<file path="src/hdl/brpe_pkg.sv">
package brpe_pkg;

    localparam int BYTE_BITS = 8;
    localparam int POS_W     = 4;   // holds 0..BYTE_BITS
    localparam int PER_W     = 16;
    localparam int DUR_W     = 32;
    localparam int PROD_W    = POS_W + PER_W;

    localparam logic [PER_W-1:0] PER_RESET = 16'h0001;
    localparam logic [POS_W-1:0] NBITS_MAX = 4'd8;

    // what the merge stage decides for the current step of an item
    typedef struct packed {
        logic             emit;       // a run goes out this step
        logic             last;       // run is the frame-end flush
        logic             done;       // item's bits are used up
        logic [DUR_W-1:0] dur;        // duration of the run so far
        logic [POS_W-1:0] pos_next;   // bit position of the next step
        logic             level_next;
        logic [DUR_W-1:0] dur_next;
    } merge_res_t;

endpackage

</file>
<file path="src/hdl/brpe_lane.sv">
module brpe_lane #(
    parameter int LaneIdx = 0
) (
    input  logic                     data_bit,
    input  logic                     ref_level,
    input  logic [brpe_pkg::POS_W-1:0] pos,
    input  logic [brpe_pkg::POS_W-1:0] nbits,
    output logic                     mismatch
);
    import brpe_pkg::*;

    localparam logic [POS_W-1:0] MyPos = POS_W'(LaneIdx);

    // bit still ahead of the scan point, inside the frame, and breaking the run
    assign mismatch = (MyPos >= pos) && (MyPos < nbits) && (data_bit != ref_level);

endmodule

</file>
<file path="src/hdl/brpe_merge.sv">
module brpe_merge (
    input  logic [brpe_pkg::BYTE_BITS-1:0] mismatch,
    input  logic [brpe_pkg::POS_W-1:0]     pos,
    input  logic [brpe_pkg::POS_W-1:0]     nbits,
    input  logic                           frame_end,
    input  logic                           cur_level,
    input  logic [brpe_pkg::DUR_W-1:0]     cur_dur,
    input  logic [brpe_pkg::PER_W-1:0]     period,
    output brpe_pkg::merge_res_t           res
);
    import brpe_pkg::*;

    logic              found;
    logic [POS_W-1:0]  first_pos;
    logic [POS_W-1:0]  end_pos;
    logic [POS_W-1:0]  count;
    logic [PROD_W-1:0] prod;
    logic [DUR_W:0]    sum;
    logic [DUR_W-1:0]  dur_sat;

    // first breaking lane, lowest index wins
    always_comb
    begin
        found     = 1'b0;
        first_pos = '0;
        for (int i = BYTE_BITS - 1; i >= 0; i--)
        begin
            if (mismatch[i])
            begin
                found     = 1'b1;
                first_pos = POS_W'(i);
            end
        end
    end

    assign end_pos = found ? first_pos : nbits;
    assign count   = end_pos - pos;
    assign prod    = PROD_W'(count) * PROD_W'(period);
    assign sum     = {1'b0, cur_dur} + (DUR_W + 1)'(prod);
    assign dur_sat = sum[DUR_W] ? {DUR_W{1'b1}} : sum[DUR_W-1:0];

    always_comb
    begin
        res.dur        = dur_sat;
        res.emit       = (found || frame_end) && (dur_sat != '0);
        res.last       = !found;
        res.done       = !found;
        res.pos_next   = found ? first_pos : '0;
        res.level_next = found ? !cur_level : (cur_level && !frame_end);
        res.dur_next   = (found || frame_end) ? '0 : dur_sat;
    end

endmodule

</file>
<file path="src/hdl/bit_run_to_pulse_encoder.sv">
// bit run to pulse encoder: takes frame bytes MSB first (bits_valid leading bits
// of each, above 8 taken as 8) and returns one beat per run of equal bits with
// its level and duration = run length * element_period, saturating at all ones;
// an element_period of 0 acts as 1. a run goes out when the level changes, and
// on a frame_end beat the open run is flushed with run_last set and the run
// state returns to level 0 with no open run. each byte sits in an item register
// while eight bit lanes compare its bits against the open run level and a merge
// stage picks the first break; one step per cycle, unless stalled as said below,
// either closes a run or folds the rest of the byte into the open run, so a byte
// takes one step per level change in it plus one, with the duration multiply-add
// of the merge stage done within that step. the next byte is taken in the cycle
// the current one finishes. a finished run waits in the output register while
// the lanes go on; only a step that closes another run stalls until the output
// register drains. cfg_data is taken at any time (cfg_ready is always high) but
// should only be written while idle.
module bit_run_to_pulse_encoder (
    input  logic                           clk,
    input  logic                           rst_n,
    // configuration write
    input  logic                           cfg_valid,
    output logic                           cfg_ready,
    input  logic [brpe_pkg::PER_W-1:0]     cfg_data,
    // byte input
    input  logic                           in_valid,
    output logic                           in_ready,
    input  logic [7:0]                     data_byte,
    input  logic [3:0]                     bits_valid,
    input  logic                           frame_end,
    // run output
    output logic                           out_valid,
    input  logic                           out_ready,
    output logic [31:0]                    run_duration,
    output logic                           run_level,
    output logic                           run_last
);
    import brpe_pkg::*;

    // config
    logic [PER_W-1:0]     period_reg;
    logic [PER_W-1:0]     period_eff;

    // item register
    logic                 item_valid_reg;
    logic [BYTE_BITS-1:0] byte_reg;
    logic [POS_W-1:0]     nbits_reg;
    logic                 fend_reg;
    logic [POS_W-1:0]     pos_reg;
    logic [POS_W-1:0]     nbits_clamped;

    // open run
    logic                 cur_level_reg;
    logic [DUR_W-1:0]     cur_dur_reg;

    // output register
    logic                 out_valid_reg;
    logic [DUR_W-1:0]     out_dur_reg;
    logic                 out_level_reg;
    logic                 out_last_reg;

    logic [BYTE_BITS-1:0] mismatch;
    merge_res_t           res;
    logic                 out_free;
    logic                 step;
    logic                 in_beat;

    assign cfg_ready = 1'b1;

    always_ff @(posedge clk or negedge rst_n)
    begin
        if (!rst_n)
        begin
            period_reg <= PER_RESET;
        end
        else if (cfg_valid && cfg_ready)
        begin
            period_reg <= cfg_data;
        end
    end

    // zero period behaves as one
    assign period_eff = (period_reg == '0) ? PER_RESET : period_reg;

    // lanes: one per bit position, MSB is position 0
    for (genvar i = 0; i < BYTE_BITS; i++)
    begin : g_lane
        brpe_lane #(
            .LaneIdx (i)
        ) u_lane (
            .data_bit  (byte_reg[BYTE_BITS-1-i]),
            .ref_level (cur_level_reg),
            .pos       (pos_reg),
            .nbits     (nbits_reg),
            .mismatch  (mismatch[i])
        );
    end

    brpe_merge u_merge (
        .mismatch  (mismatch),
        .pos       (pos_reg),
        .nbits     (nbits_reg),
        .frame_end (fend_reg),
        .cur_level (cur_level_reg),
        .cur_dur   (cur_dur_reg),
        .period    (period_eff),
        .res       (res)
    );

    // a step goes ahead unless it has a run to send and the output is still full
    assign out_free = !out_valid_reg || out_ready;
    assign step     = item_valid_reg && (!res.emit || out_free);
    assign in_ready = !item_valid_reg || (step && res.done);
    assign in_beat  = in_valid && in_ready;

    assign nbits_clamped = (bits_valid > NBITS_MAX) ? NBITS_MAX : bits_valid;

    always_ff @(posedge clk or negedge rst_n)
    begin
        if (!rst_n)
        begin
            item_valid_reg <= 1'b0;
            pos_reg        <= '0;
            cur_level_reg  <= 1'b0;
            cur_dur_reg    <= '0;
        end
        else
        begin
            if (in_beat)
            begin
                item_valid_reg <= 1'b1;
            end
            else if (step && res.done)
            begin
                item_valid_reg <= 1'b0;
            end
            if (step)
            begin
                pos_reg       <= res.pos_next;
                cur_level_reg <= res.level_next;
                cur_dur_reg   <= res.dur_next;
            end
        end
    end

    // item payload
    always_ff @(posedge clk)
    begin
        if (in_beat)
        begin
            byte_reg  <= data_byte;
            nbits_reg <= nbits_clamped;
            fend_reg  <= frame_end;
        end
    end

    always_ff @(posedge clk or negedge rst_n)
    begin
        if (!rst_n)
        begin
            out_valid_reg <= 1'b0;
        end
        else if (step && res.emit)
        begin
            out_valid_reg <= 1'b1;
        end
        else if (out_ready)
        begin
            out_valid_reg <= 1'b0;
        end
    end

    always_ff @(posedge clk)
    begin
        if (step && res.emit)
        begin
            out_dur_reg   <= res.dur;
            out_level_reg <= cur_level_reg;
            out_last_reg  <= res.last;
        end
    end

    assign out_valid    = out_valid_reg;
    assign run_duration = out_dur_reg;
    assign run_level    = out_level_reg;
    assign run_last     = out_last_reg;

    // scan point never passes the end of the valid bits
    a_pos_in_range: assert property (@(posedge clk) disable iff (!rst_n)
        item_valid_reg |-> (pos_reg <= nbits_reg))
        else $error("scan position beyond valid bits");

    // an idle item register always restarts at position zero
    a_pos_idle: assert property (@(posedge clk) disable iff (!rst_n)
        !item_valid_reg |-> (pos_reg == '0))
        else $error("scan position not cleared between bytes");

    // no empty run ever goes out
    a_no_empty_run: assert property (@(posedge clk) disable iff (!rst_n)
        out_valid_reg |-> (out_dur_reg != '0))
        else $error("zero duration run on output");

    // finishing a frame-end byte leaves the run state cleared
    a_frame_clear: assert property (@(posedge clk) disable iff (!rst_n)
        (step && res.done && fend_reg) |=> (cur_dur_reg == '0) && !cur_level_reg)
        else $error("run state not cleared after frame end");

endmodule

</file>
<file path="config.mk">
export PLATFORM = sky130hd
export DESIGN_NAME = bit_run_to_pulse_encoder
export DESIGN_NICKNAME = d
export VERILOG_FILES = /design/src/hdl/brpe_pkg.sv /design/src/hdl/brpe_lane.sv /design/src/hdl/brpe_merge.sv /design/src/hdl/bit_run_to_pulse_encoder.sv
export SDC_FILE = /design/constraint.sdc
export NUM_CORES = 1
export LEC_CHECK = 0
export ABC_AREA = 1
export BUFFER_PORTS_ARGS = -buffer_cell sky130_fd_sc_hd__buf_2
export CELL_PAD_IN_SITES_DETAIL_PLACEMENT = 1
export CELL_PAD_IN_SITES_GLOBAL_PLACEMENT = 2
export CORE_MARGIN = 2
export CORE_UTILIZATION = 35
export DETAILED_ROUTE_END_ITERATION = 10
export PLACE_DENSITY = 0.91
export SKIP_LAST_GASP = 1
export SLEW_MARGIN = 20
export SYNTH_ARGS = -nofsm -noshare
export SYNTH_HDL_FRONTEND = slang
export SYNTH_HIERARCHICAL = 1
export SYNTH_SLANG_ARGS = --single-unit
</file>
<file path="constraint.sdc">
create_clock -name clk -period 9.4 [get_ports clk]
set_clock_uncertainty 0.1 [all_clocks]
set_input_delay 1.41 -clock clk [delete_from_list [all_inputs] [get_ports clk]]
set_output_delay 1.41 -clock clk [all_outputs]
set_load 0.02 [all_outputs]
</file>
==> After elaboration in Yosys (flattened, before gate mapping) <==
Index checks and enable logic that the tools add are counted.
{ "totals": {"word_cells": 102, "input_bits": 34, "reg_bits": 102, "out_inout_bits": 37} }
{ "op_classes": {"mux": 26, "addsub": 2, "n_reduce_logical": 36, "n_eq_ne": 8, "multipliers": 1, "order_cmp": 17} }
{ "ops": {"columns": ["cell", "n"], "rows": [
  ["$mux W32", 2],
  ["$add A32 B20 Y33", 1],
  ["$reduce_bool A32 Y1", 1],
  ["$mux W3", 9],
  ["$logic_and A1 B1 Y1", 22],
  ["$mul A4 B16 Y20", 1],
  ["$ge A3 B4 Y1 const A", 4],
  ["$logic_not A16 Y1", 1],
  ["$lt A3 B4 Y1 const A", 4],
  ["$mux W16", 1],
  ["$mux W1", 13],
  ["$ge A1 B4 Y1 const A", 2],
  ["$ge A2 B4 Y1 const A", 2],
  ["$lt A1 B4 Y1 const A", 2],
  ["$lt A2 B4 Y1 const A", 2],
  ["$ne A1 B1 Y1", 8],
  ["$logic_not A1 Y1", 6],
  ["$gt A4 B4 Y1 const B", 1],
  ["$logic_or A1 B1 Y1", 4],
  ["$mux W4", 1],
  ["$reduce_bool A2 Y1", 2],
  ["$sub A4 B4 Y4", 1]
]} }

==> Logic depth before layout (Yosys ltp) <==
{ "depth": {"word_depth": 25, "ltp_mapped": 48, "ltp_nobuf": 46} }

==> Hierarchy <==
The synthesis kept the hierarchy.
{ "by_module_without_submodules": {"columns": ["mod", "seq_area_each_um2", "n_inst", "area_each_um2", "cells_per_inst"], "rows": [
  ["brpe_merge", 0.0, 1, 4530.6, 829],
  ["bit_run_to_pulse_encoder", 2788.9, 1, 3806.2, 297],
  ["brpe_lane at g_lane[0].u_lane", 0.0, 1, 62.6, 16],
  ["brpe_lane at g_lane[1].u_lane", 0.0, 1, 48.8, 12],
  ["brpe_lane at g_lane[4].u_lane", 0.0, 1, 47.5, 12],
  ["brpe_lane at g_lane[2].u_lane", 0.0, 1, 45.0, 10],
  ["brpe_lane at g_lane[3].u_lane", 0.0, 1, 41.3, 11],
  ["brpe_lane at g_lane[6].u_lane", 0.0, 1, 41.3, 10],
  ["brpe_lane at g_lane[5].u_lane", 0.0, 1, 36.3, 7],
  ["brpe_lane at g_lane[7].u_lane", 0.0, 1, 32.5, 8]
]} }

==> Worst setup path before layout <==
Ideal clock, no wire load.
{ "synth_timing": {"kind": "reg2out", "startpoint": "register cur_level_reg", "endpoint": "output in_ready", "n_path_buf": 3, "path_stages_with_launch": 43, "required_time_ns": 7.890, "path_slack_ns": 1.372, "arrival_ns": 6.518, "cell_sequence": "dfrtp_1 > nand2_1 > nand2_1 > nor2_1 > nand2_1 > nor2_1 > nor4_1 > nand2_1 > inv_1 > a21oi_1 > ha_1 > fa_1 > or2_2 > nand2_1 > clkbuf_1 > nor2_1 > fa_1 > fa_1 > [7 not listed] > nand2_1 > inv_1 > nand2_1 > nand2_1 > nand3_2 > nand2_4 > buf_12 > nand3_1 > nor2_1 > nand2_1 > nor2_1 > nand3_1 > nand2_1 > inv_1 > nand3_2 > buf_6 > nand2_1 > nand2_1"} }
{ "synth_lines": {"columns": ["item", "line", "source"], "rows": [
  ["from (decl)", "bit_run_to_pulse_encoder.sv:51", "logic cur_level_reg;"],
  ["from (signal assigned)", "bit_run_to_pulse_encoder.sv:138", "cur_level_reg <= res.level_next;"],
  ["to (decl)", "bit_run_to_pulse_encoder.sv:25", "output logic in_ready,"]
]} }

==> run_results.csv <==
group,metric,value,unit
floorplan,floorplan.rows,57,
yosys,synth.avg_cell_area,7.17,um^2
routing,drt_pass_1_iters,4,
grt,sum_of_overflow_across_all_layers_after_global_routing,0,
yosys,yosys_cell_types,41,
yosys,synth_top_cells_by_area,"edfxtp_1 16%, dfrtp_1 16%, nand2_1 15%",
sta,finalHoldViolCount,0,
routing,routed_wirelength,26700,um
worst_setup_path,setup.reg_to_reg.worst_slack,1080,ps
sta,timing.final.max_slew_violations,0,
place,place.detailed.instances,1576,
hold_path,worst_hold_path.num_cells,2,
final_layout,antenna_cells_inserted,0,
worst_setup_path,path_delay_family,"simple AND/OR/NAND/NOR gates",
yosys,postSynthNetCount,1325,
yosys,number_of_instances_in_the_synthesized_netlist,1212,
floorplan,dieArea,26100,um^2
routing,vias_per_cell,4.73,
floorplan,design.portCount,71,
routing,detailroute.via_count,7662,
sta,max_slew.worst_pin.slew,1100,ps
yosys,number_of_warnings_reported_in_the_yosys_synthesis_log,6,
yosys,synthTopCellsByCount,"353 x nand2_1, 274 x inv_1, 142 x nor2_1",
clocking,cts.sinks,102,
yosys,dominant_cell_by_count_in_the_synthesized_netlist,"nand2_1",
grt,antenna_found_initial,0,
job,drv.max_cap_violation_count,0,
clocking,ctsLongestPathBuffers,2,
worst_setup_path,critical_path_required,7890,ps
routing,initialDrtViolationCount,377,
worst_setup_path,worstPathArrival,7650,ps
clocking,clock-root-buffer,"clkbuf_16",
yosys,synth_top_flop_cell,"dfrtp_1",
final_layout,area_delta_synth_final,16.0,%
grt,grt_first_pass_wirelength,41400,um
final_layout,num-fill-cells,3078,
floorplan,die_h,162,um
yosys,async_flop_share,53.9,%
yosys,synth_largest_area_cell,"edfxtp_1",
worst_setup_path,crit_path_max_incr_delay,560,ps
routing,detail_route.drc_violations,0,
clocking,cts_buffers,9,
final_layout,layout-drive-gt1-share,17.9,%
floorplan,fp.coreArea,24300,um^2
routing,drt.antenna.violating_nets,0,
yosys,yosys_register_bits,102,
worst_setup_path,timing.rr.end,"cur_dur_reg[13]$_DFFE_PN0N_",
clocking,cts_tree,"done",
hold_path,worst_hold_path_type,"flip-flop to flip-flop",
worst_setup_path,critical_path_buf_inv_count,11,
worst_setup_path,worst_r2r_startpoint,"nbits_reg[1]$_SDFFCE_PN0P_",
hold_path,hold_path_startpoint,"cur_dur_reg[4]$_DFFE_PN0N_",
place,gp_congestion,0.928,
outcome,status,"complete, no violations",
worst_setup_path,kind_of_critical_path,"flip-flop to output port",
worst_setup_path,r2r_cells,42,
grt,global_route_usage_over_all_layers,20.3,%
place,numPortBuffers,69,
sta,finalCritPeriodShare,97.5,%
worst_setup_path,critPathMaxFanout,8,
final_layout,total_nets_final,1403,
sta,finalSetupViolCount,0,
yosys,synth_edf_count,47,
clocking,worstSkewPairLatency,360,ps
floorplan,floorplan.die.width,162,um
worst_setup_path,critical_path.slowest_cell,"fa_1",
worst_setup_path,timing.critical_path.to_type,"output port",
yosys,synth_area,8690,um^2
worst_setup_path,timing.critical_path.mode_cell,"nand2_1",
sta,period_needed,9160,ps
yosys,yosys.area.top_type_share,16.2,%
sta,fmax,109,MHz
routing,detail_route.wl_per_cell,16.5,um
yosys,ys_seq_area_share,32.1,%
floorplan,initial_utilization,35.7,%
clocking,clk_pin_slew_worst_paths,70,ps
worst_setup_path,critical_path.startpoint,"nbits_reg[1]$_SDFFCE_PN0P_",
final_layout,post_layout_nonfiller_instances,1619,
grt,grt_start_max_net_pins,56,
sta,worst_slew_margin_rel,26.4,%
worst_setup_path,critPathLaunchType,"flip-flop",
place,post-dp-hpwl,19900,um
grt,first_global_vias,7969,
clocking,cts_max_level,3,
hold_path,timing.hold.worst_endpoint,"cur_dur_reg[4]$_DFFE_PN0N_",
[layer usage]
| metal | GRT usage, % | share of wire [%] |
|---|---|---|
| met1 | 27.0 | 46 |
| met4 | 5.48 | 2.5 |
| met5 | 0 | 0 |
| met2 | 34.7 | 49 |
| met3 | 2.82 | 3.1 |
[worst register-to-register path, delay by kind of cell, from the launching register on]
family | cells | cell delay (ps)
DFF | 1 | 440
adders and majority gates | 5 | 2140
and+or+nand+nor | 21 | 3130
buffers and inverters | 11 | 1600
xor gates and xnor gates | 2 | 360
AOI/OAI and AO/OA | 3 | 430
[how the worst max path moves through the flow]
stage / endpoint / cells after the start
detailed placement: in_ready / 41
finish: in_ready / 41
global route: in_ready / 45
CTS: in_ready / 40
global placement: in_ready / 39
floorplan: in_ready / 42
[timing repair]
action	CTS	global route
resized for setup	6	72
setup buffers	0	25
endpoints found under the hold margin	0	0
gates cloned	0	2
pin swaps	0	14
hold buffers	0	0
endpoints found under the setup margin	1	1
[cell families (layout without fill, tap and decap cells)]
logic type | count (synthesis) | after routing | share of synthesized area, %
xor gates and xnor gates | 14 | 14 | 1.41
buffers and inverters | 319 | 400 | 15.0
AOI/OAI and AO/OA | 36 | 36 | 2.32
adders and majority gates | 79 | 79 | 15.3
muxes | 15 | 15 | 2.29
and+or+nand+nor | 645 | 647 | 31.5
other | 2 | 2 | 0.0864
DFF | 102 | 102 | 32.1
[layout make-up]
| type | count | area [um^2] | share of cell area [%] |
|---|---|---|---|
| clock buffer | 10 | 229 | 2.27 |
| clock inverter | 6 | 62.6 | 0.621 |
| inverter | 277 | 1040 | 10.4 |
| multi-input combinational | 793 | 4870 | 48.3 |
| sequential | 102 | 2790 | 27.7 |
| tap | 324 | 405 | 4.02 |
| timing repair buffer | 107 | 673 | 6.68 |
[placed cells by master (no fill, tap or decap), types with 3 or more instances in the layout]
master,netlist,final
a21oi_1,17,17
a21oi_2,3,3
buf_2,8,68
buf_4,3,32
buf_6,9,4
clkbuf_16,0,9
dfrtp_1,54,50
dfrtp_2,0,4
edfxtp_1,47,47
fa_1,46,46
ha_1,33,26
ha_2,0,3
ha_4,0,4
inv_1,274,273
mux2_2,7,7
mux2_4,8,8
nand2_1,353,345
nand2_2,9,16
nand2_4,2,3
nand3_1,87,81
nand3_2,12,16
nand4_1,9,9
nor2_1,142,119
nor2_2,9,28
nor2_4,0,4
nor3_1,12,11
o21ai_0,9,5
o21ai_1,2,6
xnor2_1,10,8
xor2_1,4,4
[per-stage QoR]
| stage | TNS, ps | setup WS [ps] | util (%) | hold slack, ps | area, um^2 |
|---|---|---|---|---|---|
| final | 0 | 240 | 41.5 | 377 | 10100 |
| after global routing | -171 | -171 | 41.5 | 400 | 10100 |
| after CTS | 0 | 32.8 | 39.5 | 377 | 9610 |
| after detailed placement | 0 | 271 | 38.2 | 362 | 9290 |
| after global placement | 0 | 409 | 38.2 | 356 | 9290 |
| after floorplan | 0 | 1370 | - | 342 | 8690 |
Power is left out: the tool's default activity adds up to more than one toggle a clock period on the data nets, which glitch-free logic cannot reach.
